[config.mk]
export PLATFORM = sky130hd
export DESIGN_NAME = xorshift64star_range_generator
export DESIGN_NICKNAME = d
export VERILOG_FILES = /design/src/sv/xrg_pkg.sv /design/src/sv/xrg_datapath.sv /design/src/sv/xrg_ctrl.sv /design/src/sv/xorshift64star_range_generator.sv
export SDC_FILE = /design/constraint.sdc
export NUM_CORES = 2
export LEC_CHECK = 0
export BUFFER_PORTS_ARGS = -buffer_cell sky130_fd_sc_hd__buf_2
export CAP_MARGIN = 10
export CORE_MARGIN = 2
export CORE_UTILIZATION = 37
export DETAILED_ROUTE_END_ITERATION = 10
export PLACE_DENSITY = 0.65
export SETUP_SLACK_MARGIN = 0.2
export SLEW_MARGIN = 10
export SYNTH_ARGS = -nofsm -noshare
export SYNTH_HDL_FRONTEND = slang
export SYNTH_SLANG_ARGS = --single-unit
export TNS_END_PERCENT = 10
[constraint.sdc]
create_clock -name clk_i -period 10 [get_ports clk_i]
set_input_delay 2.5 -clock clk_i [delete_from_list [all_inputs] [get_ports clk_i]]
set_output_delay 2.5 -clock clk_i [all_outputs]
set_load 0.01 [all_outputs]
[src/sv/xrg_pkg.sv]
// shared types and constants for the xorshift64* range generator
`default_nettype none

package xrg_pkg;

  localparam int unsigned StateW = 64;
  localparam int unsigned WordW  = 32;
  localparam int unsigned ShiftA = 12;
  localparam int unsigned ShiftB = 25;
  localparam int unsigned ShiftC = 27;
  localparam int unsigned WarmupSteps = 4;

  localparam logic [WordW-1:0] MixMultHi = 32'h2545_F491;
  localparam logic [WordW-1:0] MixMultLo = 32'h4F6C_DD1D;

  typedef enum logic [1:0] {
    KIND_RESEED = 2'd0,
    KIND_RAW    = 2'd1,
    KIND_RANGE  = 2'd2
  } kind_e;

  typedef enum logic [1:0] {
    RES_ZERO = 2'd0,
    RES_LOW  = 2'd1,
    RES_ACC  = 2'd2,
    RES_MOD  = 2'd3
  } res_sel_e;

  typedef enum logic [3:0] {
    ST_WARM_RST,
    ST_IDLE,
    ST_DECODE,
    ST_WARM,
    ST_DIV_LIMIT,
    ST_LIMIT,
    ST_MUL,
    ST_CHECK,
    ST_DIV_MOD,
    ST_FINISH
  } ctrl_state_e;

  typedef struct packed {
    logic     capture;
    logic     reseed;
    logic     step;
    logic     count_inc;
    logic     mul_run;
    logic     div_start;
    logic     div_src_acc;
    logic     div_run;
    logic     limit_load;
    logic     out_load;
    res_sel_e res_sel;
  } xrg_cmd_t;

  typedef struct packed {
    logic [1:0] kind;
    logic       empty;
    logic       mul_last;
    logic       div_last;
    logic       reject;
    logic       out_free;
  } xrg_status_t;

  function automatic logic [StateW-1:0] xs_step(input logic [StateW-1:0] s);
    logic [StateW-1:0] s1;
    logic [StateW-1:0] s2;
    s1 = s ^ (s >> ShiftA);
    s2 = s1 ^ (s1 << ShiftB);
    return s2 ^ (s2 >> ShiftC);
  endfunction

endpackage

`default_nettype wire

[src/sv/xrg_datapath.sv]
// generator state, shared multiplier, bit-serial remainder unit and result register
`default_nettype none

module xrg_datapath import xrg_pkg::*; (
  input  wire logic              clk_i,
  input  wire logic              rst_ni,
  input  wire xrg_cmd_t          cmd_i,
  output      xrg_status_t       status_o,
  input  wire logic [1:0]        kind_i,
  input  wire logic [WordW-1:0]  seed_value_i,
  input  wire logic [WordW-1:0]  range_low_i,
  input  wire logic [WordW-1:0]  range_high_i,
  output      logic              out_valid_o,
  input  wire logic              out_stall_i,
  output      logic [WordW-1:0]  value_o,
  output      logic [StateW-1:0] state_hash_o
);

  // captured request
  logic [1:0]       kind_q;
  logic [WordW-1:0] seed_in_q;
  logic [WordW-1:0] low_q;
  logic [WordW-1:0] span_q;
  logic             empty_q;

  // architectural state
  logic [StateW-1:0] state_q;
  logic [WordW-1:0]  seed_q;
  logic [WordW-1:0]  count_q;

  // multiplier
  logic [1:0]        mul_ph_q;
  logic [WordW-1:0]  acc_q, acc_d;
  logic [WordW-1:0]  mul_a, mul_b;
  logic [2*WordW-1:0] prod;

  // remainder unit
  logic [WordW-1:0]  rem_q, rem_d;
  logic [WordW-1:0]  dvd_q;
  logic [4:0]        div_cnt_q;
  logic [WordW:0]    rem_sh;
  logic [WordW-1:0]  limit_q;

  // result register
  logic              out_valid_q;
  logic [WordW-1:0]  value_q, res_val;
  logic [StateW-1:0] hash_q;
  logic [WordW-1:0]  seed_eff;

  always_ff @(posedge clk_i) begin
    if (cmd_i.capture) begin
      kind_q    <= kind_i;
      seed_in_q <= seed_value_i;
      low_q     <= range_low_i;
      span_q    <= range_high_i - range_low_i;
      empty_q   <= (range_low_i >= range_high_i);
    end
  end

  assign seed_eff = (seed_in_q == '0) ? WordW'(1) : seed_in_q;

  always_ff @(posedge clk_i or negedge rst_ni) begin
    if (!rst_ni) begin
      state_q <= StateW'(1);
      seed_q  <= WordW'(1);
      count_q <= '0;
    end else if (cmd_i.reseed) begin
      state_q <= {{(StateW-WordW){1'b0}}, seed_eff};
      seed_q  <= seed_eff;
      count_q <= '0;
    end else if (cmd_i.step) begin
      state_q <= xs_step(state_q);
      if (cmd_i.count_inc) begin
        count_q <= count_q + WordW'(1);
      end
    end
  end

  // high word of the low 64 bits of state * mult, one partial product a cycle
  assign mul_a = (mul_ph_q == 2'd1) ? state_q[StateW-1:WordW] : state_q[WordW-1:0];
  assign mul_b = (mul_ph_q == 2'd2) ? MixMultHi : MixMultLo;
  assign prod  = mul_a * mul_b;

  always_comb begin
    if (mul_ph_q == 2'd0) begin
      acc_d = prod[2*WordW-1:WordW];
    end else begin
      acc_d = acc_q + prod[WordW-1:0];
    end
  end

  always_ff @(posedge clk_i or negedge rst_ni) begin
    if (!rst_ni) begin
      mul_ph_q <= '0;
    end else if (cmd_i.mul_run) begin
      mul_ph_q <= (mul_ph_q == 2'd2) ? 2'd0 : mul_ph_q + 2'd1;
    end
  end

  always_ff @(posedge clk_i) begin
    if (cmd_i.mul_run) begin
      acc_q <= acc_d;
    end
  end

  // restoring remainder, one dividend bit a cycle
  assign rem_sh = {rem_q, dvd_q[WordW-1]};

  always_comb begin
    if (rem_sh >= {1'b0, span_q}) begin
      rem_d = WordW'(rem_sh - {1'b0, span_q});
    end else begin
      rem_d = rem_sh[WordW-1:0];
    end
  end

  always_ff @(posedge clk_i or negedge rst_ni) begin
    if (!rst_ni) begin
      div_cnt_q <= '0;
    end else if (cmd_i.div_start) begin
      div_cnt_q <= '0;
    end else if (cmd_i.div_run) begin
      div_cnt_q <= div_cnt_q + 5'd1;
    end
  end

  always_ff @(posedge clk_i) begin
    if (cmd_i.div_start) begin
      rem_q <= '0;
      dvd_q <= cmd_i.div_src_acc ? acc_q : '1;
    end else if (cmd_i.div_run) begin
      rem_q <= rem_d;
      dvd_q <= {dvd_q[WordW-2:0], 1'b0};
    end
    if (cmd_i.limit_load) begin
      limit_q <= ~rem_q;
    end
  end

  always_comb begin
    case (cmd_i.res_sel)
      RES_ZERO: res_val = '0;
      RES_LOW:  res_val = low_q;
      RES_ACC:  res_val = acc_q;
      RES_MOD:  res_val = low_q + rem_q;
      default:  res_val = '0;
    endcase
  end

  always_ff @(posedge clk_i or negedge rst_ni) begin
    if (!rst_ni) begin
      out_valid_q <= 1'b0;
    end else if (cmd_i.out_load) begin
      out_valid_q <= 1'b1;
    end else if (!out_stall_i) begin
      out_valid_q <= 1'b0;
    end
  end

  always_ff @(posedge clk_i) begin
    if (cmd_i.out_load) begin
      value_q <= res_val;
      hash_q  <= state_q ^ {seed_q, {WordW{1'b0}}} ^ {{(StateW-WordW){1'b0}}, count_q};
    end
  end

  assign out_valid_o  = out_valid_q;
  assign value_o      = value_q;
  assign state_hash_o = hash_q;

  assign status_o.kind     = kind_q;
  assign status_o.empty    = empty_q;
  assign status_o.mul_last = (mul_ph_q == 2'd2);
  assign status_o.div_last = (div_cnt_q == 5'd31);
  assign status_o.reject   = (acc_q >= limit_q);
  assign status_o.out_free = !out_valid_q || !out_stall_i;

  a_seed_nonzero: assert property (@(posedge clk_i) disable iff (!rst_ni)
    seed_q != '0) else $error("stored seed became zero");

  a_state_nonzero: assert property (@(posedge clk_i) disable iff (!rst_ni)
    state_q != '0) else $error("generator state became zero");

  a_mul_phase: assert property (@(posedge clk_i) disable iff (!rst_ni)
    mul_ph_q != 2'd3) else $error("multiplier phase out of range");

endmodule

`default_nettype wire

[src/sv/xrg_ctrl.sv]
// sequencing state machine for the xorshift64* range generator
`default_nettype none

module xrg_ctrl import xrg_pkg::*; (
  input  wire logic        clk_i,
  input  wire logic        rst_ni,
  input  wire logic        in_valid_i,
  output      logic        in_stall_o,
  input  wire xrg_status_t status_i,
  output      xrg_cmd_t    cmd_o
);

  ctrl_state_e state_q, state_d;
  logic [1:0]  warm_q;
  logic        warm_last;

  assign warm_last = (warm_q == 2'(WarmupSteps - 1));

  always_ff @(posedge clk_i or negedge rst_ni) begin
    if (!rst_ni) begin
      state_q <= ST_WARM_RST;
      warm_q  <= '0;
    end else begin
      state_q <= state_d;
      if (state_q == ST_WARM || state_q == ST_WARM_RST) begin
        warm_q <= warm_q + 2'd1;
      end else begin
        warm_q <= '0;
      end
    end
  end

  always_comb begin
    state_d = state_q;
    case (state_q)
      ST_WARM_RST: if (warm_last) state_d = ST_IDLE;
      ST_IDLE:     if (in_valid_i) state_d = ST_DECODE;
      ST_DECODE: begin
        case (status_i.kind)
          KIND_RESEED: state_d = ST_WARM;
          KIND_RAW:    state_d = ST_MUL;
          KIND_RANGE:  state_d = status_i.empty ? ST_FINISH : ST_DIV_LIMIT;
          default:     state_d = ST_FINISH;
        endcase
      end
      ST_WARM:      if (warm_last) state_d = ST_FINISH;
      ST_DIV_LIMIT: if (status_i.div_last) state_d = ST_LIMIT;
      ST_LIMIT:     state_d = ST_MUL;
      ST_MUL:       if (status_i.mul_last) state_d = ST_CHECK;
      ST_CHECK: begin
        if (status_i.kind == KIND_RAW) begin
          state_d = ST_FINISH;
        end else if (status_i.reject) begin
          state_d = ST_MUL;
        end else begin
          state_d = ST_DIV_MOD;
        end
      end
      ST_DIV_MOD:   if (status_i.div_last) state_d = ST_FINISH;
      ST_FINISH:    if (status_i.out_free) state_d = ST_IDLE;
      default:      state_d = ST_IDLE;
    endcase
  end

  always_comb begin
    cmd_o = '0;
    cmd_o.res_sel = RES_ZERO;
    case (state_q)
      ST_WARM_RST: cmd_o.step = 1'b1;
      ST_IDLE:     cmd_o.capture = in_valid_i;
      ST_DECODE: begin
        case (status_i.kind)
          KIND_RESEED: cmd_o.reseed = 1'b1;
          KIND_RAW: begin
            cmd_o.step      = 1'b1;
            cmd_o.count_inc = 1'b1;
          end
          KIND_RANGE:  cmd_o.div_start = !status_i.empty;
          default:     cmd_o.capture = 1'b0;
        endcase
      end
      ST_WARM:      cmd_o.step = 1'b1;
      ST_DIV_LIMIT: cmd_o.div_run = 1'b1;
      ST_LIMIT: begin
        cmd_o.limit_load = 1'b1;
        cmd_o.step       = 1'b1;
        cmd_o.count_inc  = 1'b1;
      end
      ST_MUL:       cmd_o.mul_run = 1'b1;
      ST_CHECK: begin
        if (status_i.kind != KIND_RAW) begin
          if (status_i.reject) begin
            cmd_o.step      = 1'b1;
            cmd_o.count_inc = 1'b1;
          end else begin
            cmd_o.div_start   = 1'b1;
            cmd_o.div_src_acc = 1'b1;
          end
        end
      end
      ST_DIV_MOD:   cmd_o.div_run = 1'b1;
      ST_FINISH: begin
        cmd_o.out_load = status_i.out_free;
        case (status_i.kind)
          KIND_RESEED: cmd_o.res_sel = RES_ZERO;
          KIND_RAW:    cmd_o.res_sel = RES_ACC;
          KIND_RANGE:  cmd_o.res_sel = status_i.empty ? RES_LOW : RES_MOD;
          default:     cmd_o.res_sel = RES_ZERO;
        endcase
      end
      default:      cmd_o.capture = 1'b0;
    endcase
  end

  assign in_stall_o = (state_q != ST_IDLE);

  a_load_free: assert property (@(posedge clk_i) disable iff (!rst_ni)
    cmd_o.out_load |-> status_i.out_free) else $error("result loaded over a waiting one");

  a_busy_after_accept: assert property (@(posedge clk_i) disable iff (!rst_ni)
    in_valid_i && !in_stall_o |=> in_stall_o) else $error("second request taken too early");

  a_step_not_dividing: assert property (@(posedge clk_i) disable iff (!rst_ni)
    cmd_o.div_run |-> !cmd_o.step && !cmd_o.mul_run) else $error("state moved during remainder");

endmodule

`default_nettype wire

[src/sv/xorshift64star_range_generator.sv]
// top level of the xorshift64* range generator: controller plus datapath
// work: a ranged draw runs two bit-serial remainder passes and the shared 32x32 multiplier,
//   which repeats with a fresh step for each rejected draw; one request is in work at a time
// the next request is taken in the cycle after the result is registered
// reset: state reloads seed one and runs 4 warm-up steps, stall held high meanwhile
`default_nettype none

module xorshift64star_range_generator import xrg_pkg::*; (
  input  wire logic              clk_i,
  input  wire logic              rst_ni,
  input  wire logic              in_valid_i,
  output      logic              in_stall_o,
  input  wire logic [1:0]        kind_i,
  input  wire logic [WordW-1:0]  seed_value_i,
  input  wire logic [WordW-1:0]  range_low_i,
  input  wire logic [WordW-1:0]  range_high_i,
  output      logic              out_valid_o,
  input  wire logic              out_stall_i,
  output      logic [WordW-1:0]  value_o,
  output      logic [StateW-1:0] state_hash_o
);

  // command and status bundles between the sequencer and the datapath
  xrg_cmd_t    cmd;
  xrg_status_t status;

  // sequencer: decodes the request kind, runs warm-up, redraw and remainder loops
  xrg_ctrl u_ctrl (
    .clk_i      (clk_i),
    .rst_ni     (rst_ni),
    .in_valid_i (in_valid_i),
    .in_stall_o (in_stall_o),
    .status_i   (status),
    .cmd_o      (cmd)
  );

  // datapath: state, multiplier, remainder unit and the result register that
  // lets a finished result wait while the next request is taken
  xrg_datapath u_dp (
    .clk_i        (clk_i),
    .rst_ni       (rst_ni),
    .cmd_i        (cmd),
    .status_o     (status),
    .kind_i       (kind_i),
    .seed_value_i (seed_value_i),
    .range_low_i  (range_low_i),
    .range_high_i (range_high_i),
    .out_valid_o  (out_valid_o),
    .out_stall_i  (out_stall_i),
    .value_o      (value_o),
    .state_hash_o (state_hash_o)
  );

endmodule

`default_nettype wire

# --- Word level (Yosys, flattened, before mapping) ---
# Index checks and enable logic that the tools add are counted.
op_classes:
  addsub: 8
  multipliers: 1
  n_lt_le_gt_ge: 3
  n_eq_ne: 28
  n_mux: 51
  n_bitwise: 6
  reduce_logical: 17
op_table:
  columns: ["cell", "n"]
  rows:
  - ["2-to-1 mux 32 bit", 10]
  - ["2-to-1 mux 64 bit", 2]
  - ["one-hot mux 32 bit (4 select lines)", 1]
  - ["bitwise XOR 64 bit", 2]
  - ["adder 32 bit", 2]
  - [">= comparator 32 bit", 2]
  - ["multiplier 32 x 32 -> 64 bit", 1]
  - ["subtractor 32 bit", 2]
  - ["bitwise XOR 64 x 32 -> 64 bit", 1]
  - ["bitwise XOR 64 x 37 -> 64 bit", 1]
  - ["bitwise XOR 64 x 52 -> 64 bit", 1]
  - ["2-to-1 mux 4 bit", 10]
  - ["one-hot mux 4 bit (10 select lines)", 1]
  - [">= comparator 33 x 32 -> 1 bit", 1]
  - ["adder 32 x 1 -> 32 bit, second input constant", 1]
  - ["logical NOT 32 bit", 1]
  - ["NOT 32 bit", 1]
  - ["2-to-1 mux 31 bit", 1]
  - ["== test 4 x 3 -> 1 bit, second input constant", 4]
  - ["2-to-1 mux 2 bit", 8]
  - ["one-hot mux 4 bit (3 select lines)", 1]
  - ["== test 2 bit, second input constant", 5]
  - ["2-to-1 mux 1 bit", 10]
  - ["2-to-1 mux 5 bit", 2]
  - ["23 further kinds", 43]
totals:
  ff_bits: 465
  in_bits: 102
  out_inout_bits: 98
  word_cells: 133

# --- Longest topological paths before layout ---
depth:
  depth_word: 7
  ltp_mapped: 40

# --- Modules after synthesis ---
# Synthesis repeated with hierarchy kept, for this count alone.
hier_totals:
  hier_cells: 5062
  hier_area_um2: 50767.4
by_module_without_submodules:
  columns: ["mod", "n_inst", "cells_each", "area_each_um2", "seq_area_each_um2"]
  rows:
  - ["xrg_datapath", 1, 4967, 49999.2, 12784.8]
  - ["xrg_ctrl", 1, 95, 768.2, 150.1]

# --- Least setup slack after synthesis ---
# No wires, ideal clock.
synth_path:
  path_type: "register -> register"
  startpoint: "register u_dp.mul_ph_q[1]"
  endpoint: "register u_dp.acc_q[29] (data pin)"
  setup_time_ns: 0.260
  arrival_time_ns: 9.651
  t_required_ns: 9.740
  setup_slack_ns: 0.089
  path_stages_with_launch: 33
  path_buffers: 4
  period_less_slack_ns: 9.911
  cell_sequence: "dfrtp_1 > nor2b_1 > clkbuf_1 > clkbuf_1 > buf_1 > mux2i_1 > inv_1 > nand2_1 > inv_1 > fa_1 > fa_1 > fa_1 > fa_1 > inv_1 > fa_1 > inv_1 > fa_1 > fa_1 > fa_1 > ha_1 > clkbuf_1 > nand4_1 > a2111oi_0 > nor2_1 > xnor2_1 > ha_1 > and3_1 > a221o_1 > a21oi_1 > inv_1 > a21oi_1 > xnor2_1 > mux2_2"
synth_between:
  elab_chain_len: 5
synth_rtl:
  columns: ["item", "line_no", "text"]
  rows:
  - ["start: declaration", "xrg_datapath.sv:32", "logic [1:0] mul_ph_q;"]
  - ["start signal: assignment", "xrg_datapath.sv:96", "mul_ph_q <= (mul_ph_q == 2'd2) ? 2'd0 : mul_ph_q + 2'd1;"]
  - ["== test 2 x 1 -> 1 bit / == test 2 bit (equally long branches)", "xrg_datapath.sv:80, xrg_datapath.sv:81", null]
  - ["2-to-1 mux 32 bit / 2-to-1 mux 31 bit (equally long branches)", "xrg_datapath.sv:80, xrg_datapath.sv:81", null]
  - ["multiplier 32 x 32 -> 64 bit", "xrg_datapath.sv:82", "assign prod = mul_a * mul_b;"]
  - ["adder 32 bit", "xrg_datapath.sv:88", "acc_d = acc_q + prod[WordW-1:0];"]
  - ["2-to-1 mux 32 bit *", "xrg_datapath.sv:85", "if (mul_ph_q == 2'd0) begin"]
  - ["named net u_dp.acc_d[29]", "xrg_datapath.sv:33", "logic [WordW-1:0] acc_q, acc_d;"]
  - ["end signal: assignment", "xrg_datapath.sv:102", "acc_q <= acc_d;"]
  - ["end: declaration", "xrg_datapath.sv:33", null]
# Mark *: on every way through the listed nets, which the timed path passes. The rest lies on a longest branch.
# A chain may end at the register's enable or synchronous reset.

# --- Final worst setup path ---
# Ends and elaborated chain as after synthesis.

==> out/qor.csv <==
metric,value,unit
outcome,finished clean,
Tmin final,9390,ps
full die area,140000,sq um
Clock Tree Buf Depth,3,
endpoints failing setup,0,
Final period util,93.9,%
final-report max-slew violation count,0,
Routed Antenna Nets,0,
hold crit path type,reg2reg,
core region area,135000,sq um
max_cap viols,0,
first-pass GRT wire length,228000,um
final WL,148000,um
grt total ovfl,0,
initial antenna violation count,2,
sequential area share after synthesis,25.6,%
Compound-Gate Fraction of Synth Area,11.0,%
layout cells sized above 1,8.77,%
Post-Synth XOR/XNOR Area,7.47,%
root buf cell,clkbuf_16,
Crit path largest cell delay,610,ps
Ports,200,
vias in the first global route,37400,
largest family of logic cells by synthesized area,adder cells,
Syn Std Cell Area,50600,sq um
CTS Buf Count,52,
FMAX,106,MHz
"FFs w/ async S/R, synth",30.5,%
Die Span Y,374,um
H-tree levels,2,
simple-gate area share of the yosys netlist,8.78,%
routed vias/inst,5.16,
most frequent cells in the layout,"inv_1 (930), ha_1 (588), fa_1 (579)",
Total Routing Usage GR,21.3,%
crit path DAT,9770,ps
Area Overhead vs Synth,10.8,%
final cell count without fillers,7129,
Mapped Cells,5083,
WL per Instance,20.8,um
cell mode on critical path,fa_1,
DP Cell Count,7018,
row cnt,135,
adder-cell area share of the yosys netlist,37.5,%
relative slew slack,22.5,%
metal3 WL,11500,um
# clock sinks,465,
Seq cells post-synth,465,
Worst Setup Path Type,reg2reg,
multiplexer share of the synthesized area,1.39,%
"Clk pin slew, worst setup/hold paths",60,ps
Highest Signal Layer,met5,
Routability Congestion,0.986,
Nets,6572,
"Clk Latency, worst-skew pair",670,ps
HPWL after DPL,125000,um
YS warnings,0,
setup_tns,0,ps
via count,36800,
routed wl met2,67200,um
IO buf count,199,
Clock Skew,45.4,ps
Final Hold Viols,0,
DRT iter0 DRCs,2943,
library cells used by synthesis,81,
crit path max fanout,10,
type of destination of the critical path,flip-flop,
met1 WL,64700,um
largest net degree at the start of global routing,97,
Worst-Margin Slew,1160,ps
drc violations,0,
required time at the worst-slack endpoint,10380,ps
cts-stage hold buffer count,0,
"most common cell after layout, fill and taps aside",inv_1,
ys flop type,edfxtp_1,
crit path launch type,flip-flop,
"EDFF count, synth",291,
syn_area_per_cell,9.95,sq um
1st-pass router iterations,8,
Die X,374,um
Initial Util,37.3,%
slowest cell on the critical path,fa_1,
clock tree from TritonCTS,done,
RSZ-0062 raised after global routing,false,
[flip-flops by register name, indices dropped and copies added (netlist names)]
name / flops
u_ctrl.warm_q: 2
u_dp.seed_in_q: 32
u_dp.state_hash_o: 64
u_dp.out_valid_o: 1
u_dp.seed_q: 32
u_dp.limit_q: 32
u_dp.count_q: 32
u_dp.rem_q: 32
u_dp.kind_q: 2
u_dp.div_cnt_q: 5
u_dp.state_q: 64
u_dp.low_q: 32
u_dp.empty_q: 1
u_dp.mul_ph_q: 2
u_dp.acc_q: 32
u_dp.span_q: 32
u_dp.value_o: 32
u_dp.dvd_q: 32
u_ctrl.state_q: 4
[worst max-delay path: cells and delay by family, from the launching register on]
| kind | cells | cell delay, ps |
|---|---|---|
| muxes | 2 | 740 |
| DFF | 1 | 450 |
| AOI/OAI and AO/OA | 7 | 1520 |
| buffers and inverters | 5 | 530 |
| adders and majority gates | 10 | 4830 |
| and+or+nand+nor | 4 | 780 |
| xor gates and xnor gates | 2 | 290 |
[through the flow]
step	hold WS (ps)	utilization, %	setup slack (ps)	cell area (sq um)
after floorplan	407	-	281	50700
after global placement	418	39.9	185	54100
after detailed placement	444	39.9	133	54100
after CTS	451	41.2	235	55800
after global routing	480	41.3	202	56000
final	444	41.3	606	56000
[final cells by class]
class | instances | area (sq um)
Timing Repair Buffer | 316 | 1880
Antenna cell | 3 | 7.51
Clock buffer | 66 | 1390
Multi-Input combinational cell | 3535 | 33700
Sequential cell | 465 | 12900
Tap cell | 1781 | 2230
Fill cell | 13200 | 79500
Clock inverter | 30 | 328
Inverter | 933 | 3510
[synthesized netlist by cell type (16+ instances only)]
cell,instances,area share (%)
buf_1,19,0.14
o31ai_1,17,0.25
nand4_1,41,0.51
dfxtp_1,32,1.3
nor2b_1,33,0.41
clkbuf_1,141,1.0
nand3_1,87,0.86
inv_1,933,6.9
xnor2_1,264,4.6
a21oi_1,290,2.9
edfxtp_1,291,17
nand2b_1,30,0.37
o22a_1,33,0.57
fa_1,579,23
nor3_1,30,0.30
o21bai_1,27,0.40
ha_1,588,15
nor2_1,294,2.2
a21o_1,109,1.6
mux2i_1,59,1.2
dfrtp_1,140,6.9
buf_2,22,0.22
and3_1,30,0.37
o21ai_0,191,1.9
xor2_1,167,2.9
nand2_1,303,2.2
and2_1,18,0.22
o21a_1,35,0.52
a211oi_1,16,0.24
o211ai_1,16,0.24
a31oi_1,27,0.33
or3_1,35,0.43
[metal layers]
| metal | global-route usage, % | vias to the layer above |
|---|---|---|
| li1 | - | 17200 |
| met1 | 29.2 | 18200 |
| met2 | 33.7 | 1242 |
| met3 | 4.62 | 181 |
| met4 | 6.20 | 2 |
| met5 | 0 | - |
[kinds of logic after synthesis]
| group | after synthesis |
|---|---|
| mux | 69 |
| fa+ha+maj | 1167 |
| other cells | 2 |
| buf+inv | 1115 |
| simple gates | 960 |
| flops | 465 |
| xor+xnor | 431 |
| compound gates | 874 |
[path summary, 6_finish.rpt]
kind                                         startpoint  cells after the start  slack [ps]                            end
min                          u_ctrl.warm_q[0]$_DFF_PN0_                      1         440     u_ctrl.warm_q[0]$_DFF_PN0_
min in group asynchronous                        rst_ni                      1        1900   u_dp.state_q[12]$_DFFE_PN0P_
max                        u_dp.mul_ph_q[1]$_DFFE_PN0P_                     30         610       u_dp.acc_q[29]$_DFFE_PP_
max in group asynchronous                        rst_ni                      2        6580  u_dp.div_cnt_q[2]$_DFFE_PN0P_
max reg2reg                u_dp.mul_ph_q[1]$_DFFE_PN0P_                     30         610       u_dp.acc_q[29]$_DFFE_PP_
min reg2reg                  u_ctrl.warm_q[0]$_DFF_PN0_                      1         440     u_ctrl.warm_q[0]$_DFF_PN0_
[what timing repair did]
| action | 4_1_cts | 5_1_grt |
|---|---|---|
| gates resized for setup | 1 | 24 |
| hold endpoints to repair | 0 | 0 |
| endpoints found under the setup margin | 2 | 19 |
| buffers inserted | 0 | 12 |
Power is left out: the tool's default activity adds up to more than one toggle a clock period on the data nets, which glitch-free logic cannot reach.
